## src/rtl/kpd_pkg.sv

```systemverilog
`default_nettype none
package kpd_pkg;

  // Matrix geometry defaults and limits
  localparam int ROW_COUNT_DEF = 4;
  localparam int COL_COUNT_DEF = 4;
  localparam int KEY_MAX       = 16;

  // Field widths
  localparam int LEVEL_W = 16;
  localparam int TIME_W  = 32;
  localparam int DELAY_W = 16;
  localparam int INDEX_W = 4;
  localparam int CHAR_W  = 7;

  localparam logic [DELAY_W-1:0] DELAY_RESET = 16'd50;

  typedef logic [INDEX_W-1:0] key_index_t;
  typedef logic [CHAR_W-1:0]  key_char_t;

  // Fixed letter map, row-major
  function automatic key_char_t kpd_key_char(input key_index_t idx);
    key_char_t ch;
    unique case (idx)
      4'd0:    ch = 7'd80;  // P
      4'd1:    ch = 7'd76;  // L
      4'd2:    ch = 7'd72;  // H
      4'd3:    ch = 7'd68;  // D
      4'd4:    ch = 7'd79;  // O
      4'd5:    ch = 7'd75;  // K
      4'd6:    ch = 7'd71;  // G
      4'd7:    ch = 7'd67;  // C
      4'd8:    ch = 7'd78;  // N
      4'd9:    ch = 7'd74;  // J
      4'd10:   ch = 7'd70;  // F
      4'd11:   ch = 7'd66;  // B
      4'd12:   ch = 7'd77;  // M
      4'd13:   ch = 7'd73;  // I
      4'd14:   ch = 7'd69;  // E
      default: ch = 7'd65;  // A
    endcase
    return ch;
  endfunction

endpackage
`default_nettype wire

```

## src/rtl/kpd_lane.sv

```systemverilog
`default_nettype none
module kpd_lane (
  input  wire logic                        clk,
  input  wire logic                        rst_n,
  input  wire logic                        accept,
  input  wire logic                        level,
  input  wire logic [kpd_pkg::TIME_W-1:0]  now_ms,
  input  wire logic [kpd_pkg::DELAY_W-1:0] delay_ms,
  output logic                             fire
);
  import kpd_pkg::*;

  logic              raw_prev_r, raw_prev_nxt;
  logic              stable_r, stable_nxt;
  logic [TIME_W-1:0] start_r, start_nxt;
  logic [TIME_W-1:0] elapsed;
  logic              late;

  // Elapsed time since press began, modulo 2^32
  assign elapsed = now_ms - start_r;
  assign late    = elapsed > {{(TIME_W-DELAY_W){1'b0}}, delay_ms};

  // A press that started on this scan still has raw_prev_r set, so it cannot fire
  assign fire = !level && !raw_prev_r && stable_r && late;

  // Next per-key state
  always_comb begin
    raw_prev_nxt = raw_prev_r;
    stable_nxt   = stable_r;
    start_nxt    = start_r;
    if (accept) begin
      if (level) begin
        raw_prev_nxt = 1'b1;
        stable_nxt   = 1'b1;
      end else begin
        if (raw_prev_r) begin
          start_nxt    = now_ms;
          raw_prev_nxt = 1'b0;
        end
        if (fire) begin
          stable_nxt = 1'b0;
        end
      end
    end
  end

  // Hold level state; clear to released on reset
  always_ff @(posedge clk) begin
    if (!rst_n) begin
      raw_prev_r <= 1'b1;
      stable_r   <= 1'b1;
    end else begin
      raw_prev_r <= raw_prev_nxt;
      stable_r   <= stable_nxt;
    end
  end

  // Press timestamp
  always_ff @(posedge clk) begin
    start_r <= start_nxt;
  end

endmodule
`default_nettype wire

```

## src/rtl/kpd_merge.sv

```systemverilog
`default_nettype none
module kpd_merge #(
  parameter int KEY_TOTAL = kpd_pkg::KEY_MAX
) (
  input  wire logic                        clk,
  input  wire logic                        rst_n,
  input  wire logic                        accept,
  input  wire logic [KEY_TOTAL-1:0]        fire_mask,
  output logic                             in_stall,
  output logic                             out_valid,
  input  wire logic                        out_stall,
  output logic [kpd_pkg::INDEX_W-1:0]      out_key_index,
  output logic [kpd_pkg::CHAR_W-1:0]       out_key_char,
  output logic                             out_last_event
);
  import kpd_pkg::*;

  logic [KEY_TOTAL-1:0] mask_r, mask_nxt;
  logic [KEY_TOTAL-1:0] rest;
  logic                 single;
  logic                 out_take;
  key_index_t           low_idx;

  // Lowest pending key, row-major order
  always_comb begin
    low_idx = '0;
    for (int i = KEY_TOTAL - 1; i >= 0; i--) begin
      if (mask_r[i]) begin
        low_idx = INDEX_W'(i);
      end
    end
  end

  // Drop the lowest bit after its transfer
  assign rest   = mask_r & (mask_r - 1'b1);
  assign single = (rest == '0);

  assign out_valid      = |mask_r;
  assign out_key_index  = low_idx;
  assign out_key_char   = kpd_key_char(low_idx);
  assign out_last_event = single;
  assign out_take       = out_valid && !out_stall;

  // Take the next scan when no event is pending or as the last one of this scan goes out
  assign in_stall = out_valid && !(single && out_take);

  always_comb begin
    mask_nxt = mask_r;
    if (accept) begin
      mask_nxt = fire_mask;
    end else if (out_take) begin
      mask_nxt = rest;
    end
  end

  always_ff @(posedge clk) begin
    if (!rst_n) begin
      mask_r <= '0;
    end else begin
      mask_r <= mask_nxt;
    end
  end

endmodule
`default_nettype wire

```

## src/rtl/keypad_press_debouncer_core.sv

```systemverilog
`default_nettype none
// Key matrix press debouncer.
// Input channel (in_valid / in_stall): one matrix snapshot per transfer,
// in_scan_levels (bit row*COL_COUNT+col, 0 = pressed) and in_now_ms.
// Result channel (out_valid / out_stall): one press event per transfer with
// out_key_index, out_key_char and out_last_event on the final event of a scan.
// cfg_wr_en / cfg_wr_data write debounce_delay_ms (reset 50); write while idle.
// One lane per key checks its press timer in the cycle the snapshot transfers;
// the events found appear on the result side the next cycle, one per cycle
// while out_stall is low, in row-major order. The next scan is taken in the
// cycle the last event transfers, or whenever no event is pending.
// Reset: all keys released, no events pending, delay back to 50.
// While out_stall is high the current event holds, and in_stall rises once
// a scan's events are pending.
module keypad_press_debouncer_core #(
  parameter int ROW_COUNT = kpd_pkg::ROW_COUNT_DEF,
  parameter int COL_COUNT = kpd_pkg::COL_COUNT_DEF
) (
  input  wire logic                        clk,
  input  wire logic                        rst_n,
  input  wire logic                        cfg_wr_en,
  input  wire logic [kpd_pkg::DELAY_W-1:0] cfg_wr_data,
  input  wire logic                        in_valid,
  output logic                             in_stall,
  input  wire logic [kpd_pkg::LEVEL_W-1:0] in_scan_levels,
  input  wire logic [kpd_pkg::TIME_W-1:0]  in_now_ms,
  output logic                             out_valid,
  input  wire logic                        out_stall,
  output logic [kpd_pkg::INDEX_W-1:0]      out_key_index,
  output logic [kpd_pkg::CHAR_W-1:0]       out_key_char,
  output logic                             out_last_event
);
  import kpd_pkg::*;

  localparam int KEY_TOTAL = (ROW_COUNT * COL_COUNT < KEY_MAX) ?
                             ROW_COUNT * COL_COUNT : KEY_MAX;

  logic [DELAY_W-1:0]   delay_r;
  logic                 in_accept;
  logic [KEY_TOTAL-1:0] fire_mask;

  assign in_accept = in_valid && !in_stall;

  // Debounce delay register
  always_ff @(posedge clk) begin
    if (!rst_n) begin
      delay_r <= DELAY_RESET;
    end else if (cfg_wr_en) begin
      delay_r <= cfg_wr_data;
    end
  end

  // One lane per scanned key
  for (genvar k = 0; k < KEY_TOTAL; k++) begin : g_lane
    kpd_lane u_lane (
      .clk      (clk),
      .rst_n    (rst_n),
      .accept   (in_accept),
      .level    (in_scan_levels[k]),
      .now_ms   (in_now_ms),
      .delay_ms (delay_r),
      .fire     (fire_mask[k])
    );
  end

  // Serialize lane events
  kpd_merge #(
    .KEY_TOTAL (KEY_TOTAL)
  ) u_merge (
    .clk            (clk),
    .rst_n          (rst_n),
    .accept         (in_accept),
    .fire_mask      (fire_mask),
    .in_stall       (in_stall),
    .out_valid      (out_valid),
    .out_stall      (out_stall),
    .out_key_index  (out_key_index),
    .out_key_char   (out_key_char),
    .out_last_event (out_last_event)
  );

endmodule
`default_nettype wire

```

## config.mk

```make
export PLATFORM = sky130hd
export DESIGN_NAME = keypad_press_debouncer_core
export DESIGN_NICKNAME = d
export VERILOG_FILES = /design/src/rtl/kpd_pkg.sv /design/src/rtl/kpd_lane.sv /design/src/rtl/kpd_merge.sv /design/src/rtl/keypad_press_debouncer_core.sv
export SDC_FILE = /design/constraint.sdc
export NUM_CORES = 2
export LEC_CHECK = 0
export BUFFER_PORTS_ARGS = -buffer_cell sky130_fd_sc_hd__buf_4
export CAP_MARGIN = 20
export CORE_MARGIN = 1.5
export CORE_UTILIZATION = 25
export CTS_CLUSTER_SIZE = 40
export DETAILED_ROUTE_END_ITERATION = 10
export SYNTH_ARGS = -nofsm -noshare
export SYNTH_HDL_FRONTEND = slang
export SYNTH_SLANG_ARGS = --single-unit
```

## constraint.sdc

```tcl
create_clock -name clk -period 5.8 [get_ports clk]
set_input_delay 0.58 -clock clk [delete_from_list [all_inputs] [get_ports clk]]
set_output_delay 0.58 -clock clk [all_outputs]
set_load 0.1 [all_outputs]
```

# [Word-level counts from Yosys, hierarchy flattened]
# Memories as Yosys holds them, arrays and structs flattened.
# Index checks and enable logic that the tools add are counted.
# Widths: inputs -> output; s select.
[totals] mem_bits_ro=80 ff_bits=576 mem_count=1 input_bits=69 output_inout_bits=14
[classes] n_bitwise=17 n_lt_le_gt_ge=16 mux=66 add_sub_neg=17 n_reduce_logical=138
[memory_table] memory="(no name shown)" depth=16 word_bits=5 rd=1 rd_ports_with_merged_regs=0 write_ports=0 line_no="kpd_pkg.sv:24" source="unique case (idx)"
[ops] cell="$gt 32x16->1" n=16
[ops] cell="$sub 32x32->32" n=16
[ops] cell="$mux 4" n=16
[ops] cell="$logic_and 1x1->1" n=52
[ops] cell="$mux 1" n=48
[ops] cell="$reduce_and 3->1" n=16
[ops] cell="$logic_not 1->1" n=35
[ops] cell="$reduce_bool 2->1" n=17
[ops] cell="$mux 16" n=2
[ops] cell="$reduce_and 2->1" n=16
[ops] cell="$and 16x16->16" n=1
[ops] cell="$logic_not 16->1" n=1
[ops] cell="$not 1->1" n=16
[ops] cell="$reduce_or 16->1" n=1
[ops] cell="$sub 16x1->16 const B" n=1

# [Logic depth before layout (Yosys ltp)]
# An unclocked memory read counts as a cell.
[logic_depth] ltp_word=17 depth_mapped=24 depth_no_buf=24

# [Hierarchy]
# A second synthesis with hierarchy kept.
[unflattened] hier_cells=6936 area_unflattened_um2=58357.2
[by_module_without_submodules] module="kpd_lane at g_lane[11].u_lane ..." seq_area_each_um2=1001.0 n_inst=10 area_per_inst_um2=3518.4 cells_per_inst=418
[by_module_without_submodules] module="kpd_lane at g_lane[0].u_lane ..." seq_area_each_um2=1001.0 n_inst=4 area_per_inst_um2=3589.7 cells_per_inst=427
[by_module_without_submodules] module="kpd_lane at g_lane[9].u_lane" seq_area_each_um2=1001.0 n_inst=1 area_per_inst_um2=3538.4 cells_per_inst=417
[by_module_without_submodules] module="kpd_lane at g_lane[10].u_lane" seq_area_each_um2=1001.0 n_inst=1 area_per_inst_um2=3489.6 cells_per_inst=415
[by_module_without_submodules] module="kpd_merge" seq_area_each_um2=320.3 n_inst=1 area_per_inst_um2=1172.4 cells_per_inst=164
[by_module_without_submodules] module="keypad_press_debouncer_core" seq_area_each_um2=320.3 n_inst=1 area_per_inst_um2=614.3 cells_per_inst=52

# [Least setup slack after synthesis]
# OpenSTA, ideal clock, no wires.
[synth_path] kind="flip-flop to flip-flop" startpoint="reg u_merge.mask_r[4]" endpoint="reg g_lane[0].u_lane.start_r[0], enable pin" n_path_buf=3 arrival_time_ns=7.686 period_less_slack_ns=8.154 required_ns=5.332 stages_incl_launch_ff=12 slack_ns=-2.354 path_cell_list="dfxtp_1 > buf_2 > nor4_4 > nand2_1 > nor3_1 > o211ai_1 > nor4_2 > a21oi_1 > nand2b_1 > clkbuf_1 > clkbuf_1 > nor3b_1"
[synth_between] elab_chain_len=9 elab_cells_between_ends=11 cone_classes="add/sub: 1; bitwise: 1; reduce/logical: 9"
[synth_lines] item="from (decl)" line_no="kpd_merge.sv:18" source="logic [KEY_TOTAL-1:0] mask_r, mask_nxt;"
[synth_lines] item="from (signal assigned)" line_no="kpd_merge.sv:60" source="mask_r <= mask_nxt;"
[synth_lines] item="$sub 16x1->16" line_no="kpd_merge.sv:35" source="assign rest = mask_r & (mask_r - 1'b1);"
[synth_lines] item="$and 16x16->16 (*)" line_no="kpd_merge.sv:35"
[synth_lines] item="$logic_not 16->1 (*)" line_no="kpd_merge.sv:36" source="assign single = (rest == '0);"
[synth_lines] item="named net out_last_event" line_no="keypad_press_debouncer_core.sv:31" source="output logic out_last_event"
[synth_lines] item="$logic_and 1x1->1 (*)" line_no="kpd_merge.sv:45" source="assign in_stall = out_valid && !(single && out_take);"
[synth_lines] item="$logic_not 1->1 (*)" line_no="kpd_merge.sv:45"
[synth_lines] item="$logic_and 1x1->1 (*)" line_no="kpd_merge.sv:45"
[synth_lines] item="named net in_stall" line_no="keypad_press_debouncer_core.sv:24" source="output logic in_stall,"
[synth_lines] item="$logic_not 1->1 (*)" line_no="keypad_press_debouncer_core.sv:42" source="assign in_accept = in_valid && !in_stall;"
[synth_lines] item="$logic_and 1x1->1 (*)" line_no="keypad_press_debouncer_core.sv:42"
[synth_lines] item="$reduce_and 3->1 (no line) (*)"
[synth_lines] item="to (signal assigned)" line_no="kpd_lane.sv:60" source="start_r <= start_nxt;"
[synth_lines] item="to (decl)" line_no="kpd_lane.sv:15" source="logic [TIME_W-1:0] start_r, start_nxt;"
# Mark *: on every way through the listed nets, which the timed path passes. The rest lies on a longest branch.
# A chain may end at the register's enable or synchronous reset.

# [Worst setup path after layout]
[layout_path] startpoint="reg g_lane[6].u_lane.start_r[0]" endpoint="reg g_lane[6].u_lane.stable_r"
[layout_between] elab_chain_len=5
[layout_lines] item="from (decl)" line_no="kpd_lane.sv:15"
[layout_lines] item="from (signal assigned)" line_no="kpd_lane.sv:60"
[layout_lines] item="$sub 32x32->32" line_no="kpd_lane.sv:20" source="assign elapsed = now_ms - start_r;"
[layout_lines] item="$gt 32x16->1" line_no="kpd_lane.sv:21" source="assign late = elapsed > {{(TIME_W-DELAY_W){1'b0}}, delay_ms};"
[layout_lines] item="$logic_and 1x1->1" line_no="kpd_lane.sv:24" source="assign fire = !level && !raw_prev_r && stable_r && late;"
[layout_lines] item="$reduce_bool 2->1 (no line)"
[layout_lines] item="$reduce_and 2->1 (no line)"
[layout_lines] item="to (signal assigned)" line_no="kpd_lane.sv:54" source="stable_r <= stable_nxt;"
[layout_lines] item="to (decl)" line_no="kpd_lane.sv:14" source="logic stable_r, stable_nxt;"
# No other way between the ends.

==> out/qor.csv <==
stage,metric,value,unit
layout,Final Instance Count excl. Fillers,9088,
routing,drt wl/cell,19.7,microns
sta,Final Hold Slack,0.127,ns
global_route,pin count of the biggest net entering global routing,33,
synthesis,area share of the largest cell type after synthesis,28.7,%
synthesis,Yosys top cell by area,edfxtp_1,
layout,area delta synth->final,14.6,%
worst_setup_path,Setup crit start,g_lane[6].u_lane.start_r[0],
worst_setup_path,CP max FO,3,
synthesis,"FF+latch count, synth",576,
synthesis,top-count cell post-synth,ha_1,
floorplanning,core area,0.213,sq mm
worst_setup_path,Worst R2R Start,g_lane[6].u_lane.start_r[0],
sta,setup violators final,0,
synthesis,synthesized net count,6863,
floorplanning,num ports,83,
clock_network,post-CTS setup repair buffer count,0,
hold_path,path type of the worst min-delay path,input port to register,
placed_design,HPWL Detailed,134000,microns
synthesis,post-synthesis instance area,0.0537,sq mm
worst_setup_path,"reg-to-reg slack, setup",0.47,ns
worst_setup_path,crit end category,register,
sta,setup total negative slack,0,ns
global_route,total track usage,15.8,%
floorplanning,starting density of the core,25.2,%
power_and_ir_drop,maximum VDD drop,0.362,mV
worst_setup_path,CP max stage delay,0.51,ns
worst_setup_path,R2R Path End,g_lane[6].u_lane.stable_r,
layout,filler instances,22500,
floorplanning,die area,0.217,sq mm
routing,DR iter-0 viols,3764,
worst_setup_path,Critical-path top delay cell,a2111oi_0,
placed_design,Placed Instances,8948,
routing,vias,47200,
layout,nets,7042,
sta,Max Slew Vio Count,0,
layout,fraction of layout cells with a size suffix above 1,7.41,%
layout,design area,0.0615,sq mm
sta,clk_skew,0.0628,ns
clock_network,total clock sinks,576,
clock_network,# resized after CTS,0,
clock_network,clock root cell,clkbuf_16,
clock_network,hold buffer count at cts,0,
synthesis,ys async rst share,0,%
routing,DRC errors left,0,
synthesis,Synth area leaders,"edfxtp_1 29%, ha_1 18%, a21oi_1 5.0%, inv_1 4.8%, a21o_1 4.0%",
floorplanning,die height,466,microns
synthesis,Synth Instances,6025,
worst_setup_path,crit path to,g_lane[6].u_lane.stable_r,
sta,Rel. slew slack,25.7,%
routing,DRT Wirelength,179000,microns
routing,drt first pass iters,6,
clock_network,CTS H-tree lvls,3,
sta,unrepaired setup endpoints after global routing,false,
clock_network,cts bufs inserted,75,
clock_network,CTS tree,built,
routing,Vias per Instance,5.19,
worst_setup_path,Worst EP required,6.42,ns
run,Max-Cap Viols,0,
synthesis,"Seq/Total Area, Yosys",31.0,%
floorplanning,row count,169,
synthesis,Synth cell types,110,
global_route,GRT overflow,0,
worst_setup_path,Startpoint Class,register,
sta,"Min Clock Period, post-route",5.33,ns
placed_design,IO Port Bufs,80,
worst_setup_path,Worst Reg-to-Reg Cells,21,
sta,final period utilization,91.8,%
worst_setup_path,CP Class,register to register,
clock_network,clk buf depth,3,
floorplanning,Die X,466,microns
power_and_ir_drop,PwrDens,298,mW/mm^2
sta,Final Hold Fails,0,
synthesis,yosys warns,0,
global_route,first-pass GRT wire length,268000,microns
synthesis,"Top FF cell, synth",edfxtp_1,
power_and_ir_drop,leakage,26.5,nW
synthesis,list of most frequent post-synthesis cells,"753 x ha_1, 680 x inv_1, 540 x a21oi_1",
sta,Fmax,188,MHz
synthesis,Synth Area per Inst,8.90,sq um
clock_network,"Clk Latency, worst-skew pair",0.72,ns
placed_design,placer congestion estimate,0.910,
worst_setup_path,Worst Path Arrival,5.94,ns
global_route,vias in the first global route,45200,
status,status,"finished, final reports clean",
sta,Worst Max-Slew Pin Slew,1.11,ns
power_and_ir_drop,Tot Pwr,18.3,mW
placed_design,Placed Area,0.0587,sq mm
global_route,initial antenna violation count,8,
routing,post-route ant nets,0,
clock_network,clock edge transition at the registers on the reported setup and hold paths,0.06,ns
worst_setup_path,crit path cell chain,ha_1 > fa_1 > nor2b_1 > o31a_1 > nor2_1 > o31ai_1 > a21oi_1 > o21ai_0 > xor2_1 > ha_1 > a21oi_1 > nand2_1 > a21o_1 > a2111oi_0 > a21oi_1 > a2111oi_0 > nand4_1 > a2111oi_0 > o2111ai_1 > o31ai_1 > a221o_1,
synthesis,Post-synth EDFFs,512,
[flip-flops by register name (all words and copies together) (netlist names)]
| register | cells |
|---|---|
| u_merge.mask_r | 16 |
| g_lane.u_lane.stable_r | 16 |
| delay_r | 16 |
| g_lane.u_lane.raw_prev_r | 16 |
| g_lane.u_lane.start_r | 512 |
[logic make-up after synthesis]
logic type / synth area share (%)
AO/OA/AOI/OAI: 23.5
AND/OR/NAND/NOR: 15.3
buffers and inverters: 5.74
adder cells (fa/ha/maj): 18.2
flip-flops: 31.0
XOR/XNOR: 5.08
multiplexers: 1.11
other: 0.0140
[how the worst min path moves through the flow]
stage | startpoint | to | slack (ns) | cells after the start
4_1_cts | cfg_wr_data[1] | delay_r[1] | 0.07 | 3
2_1_floorplan | g_lane[11].u_lane.stable_r | g_lane[11].u_lane.stable_r | 0.42 | 1
3_5_place_dp | g_lane[11].u_lane.stable_r | g_lane[11].u_lane.stable_r | 0.43 | 1
5_1_grt | cfg_wr_data[1] | delay_r[1] | 0.13 | 3
3_3_place_gp | g_lane[11].u_lane.stable_r | g_lane[11].u_lane.stable_r | 0.43 | 1
6_report | cfg_wr_data[1] | delay_r[1] | 0.13 | 3
[worst max-delay path, delay by kind of cell (launching register included)]
kind                     cells  cell delay, ns
AND/OR/NAND/NOR              4            0.47
XOR/XNOR                     1            0.18
AO/OA/AOI/OAI               13            3.33
flip-flops                   1            0.37
adder cells (fa/ha/maj)      3            0.90
[layer usage]
metal  track usage [%]  share of wire, %  vias up
li1                  -                 -    22800
met1              19.7                43    22700
met2              26.9                47     1307
met3              1.57               4.3      324
met4              8.47               5.5        2
met5                 0            0.0045        -
[power breakdown]
group          leakage [nW]  switching (mW)  internal [mW]  total (mW)
clock                  1.33            2.12           3.12        5.24
sequential             5.26           0.154           5.05        5.20
combinational          19.9            4.89           2.96        7.85
[per-stage QoR]
step / utilization [%] / setup WS [ns]
3_5_place_dp: 27.6 / -0.232
5_1_grt: 28.9 / 0.0744
4_1_cts: 28.9 / 0.525
2_1_floorplan: - / -0.352
6_report: 28.9 / 0.474
3_3_place_gp: 27.6 / -0.250
[cell type report]
cell class	instances	area (sq um)	area share [%]
multi-input combinational	4641	34100	55.5
sequential	576	16700	27.1
tap	2821	3530	5.74
inverter	680	2550	4.15
clock buffer	94	2080	3.39
timing repair buffer	230	1860	3.03
clock inverter	43	648	1.05
antenna	3	7.51	0.0122
[layout by cell type (no fill, tap or decap), types with 67 or more instances in the layout]
master | netlist | routed
clkbuf_16 | 0 | 78
o21a_1 | 123 | 123
nand4_1 | 133 | 133
o211ai_1 | 67 | 67
ha_1 | 753 | 753
nor2b_1 | 89 | 89
buf_4 | 3 | 219
inv_1 | 680 | 680
edfxtp_1 | 512 | 512
a21o_1 | 284 | 284
a21oi_1 | 540 | 540
xor2_1 | 96 | 96
nand2_1 | 373 | 373
xnor2_1 | 215 | 215
nor3_1 | 97 | 96
nand2b_1 | 83 | 82
nand3_1 | 115 | 115
nor2_1 | 356 | 356
o21ai_0 | 288 | 286
Power figures use the tool's default switching activity.
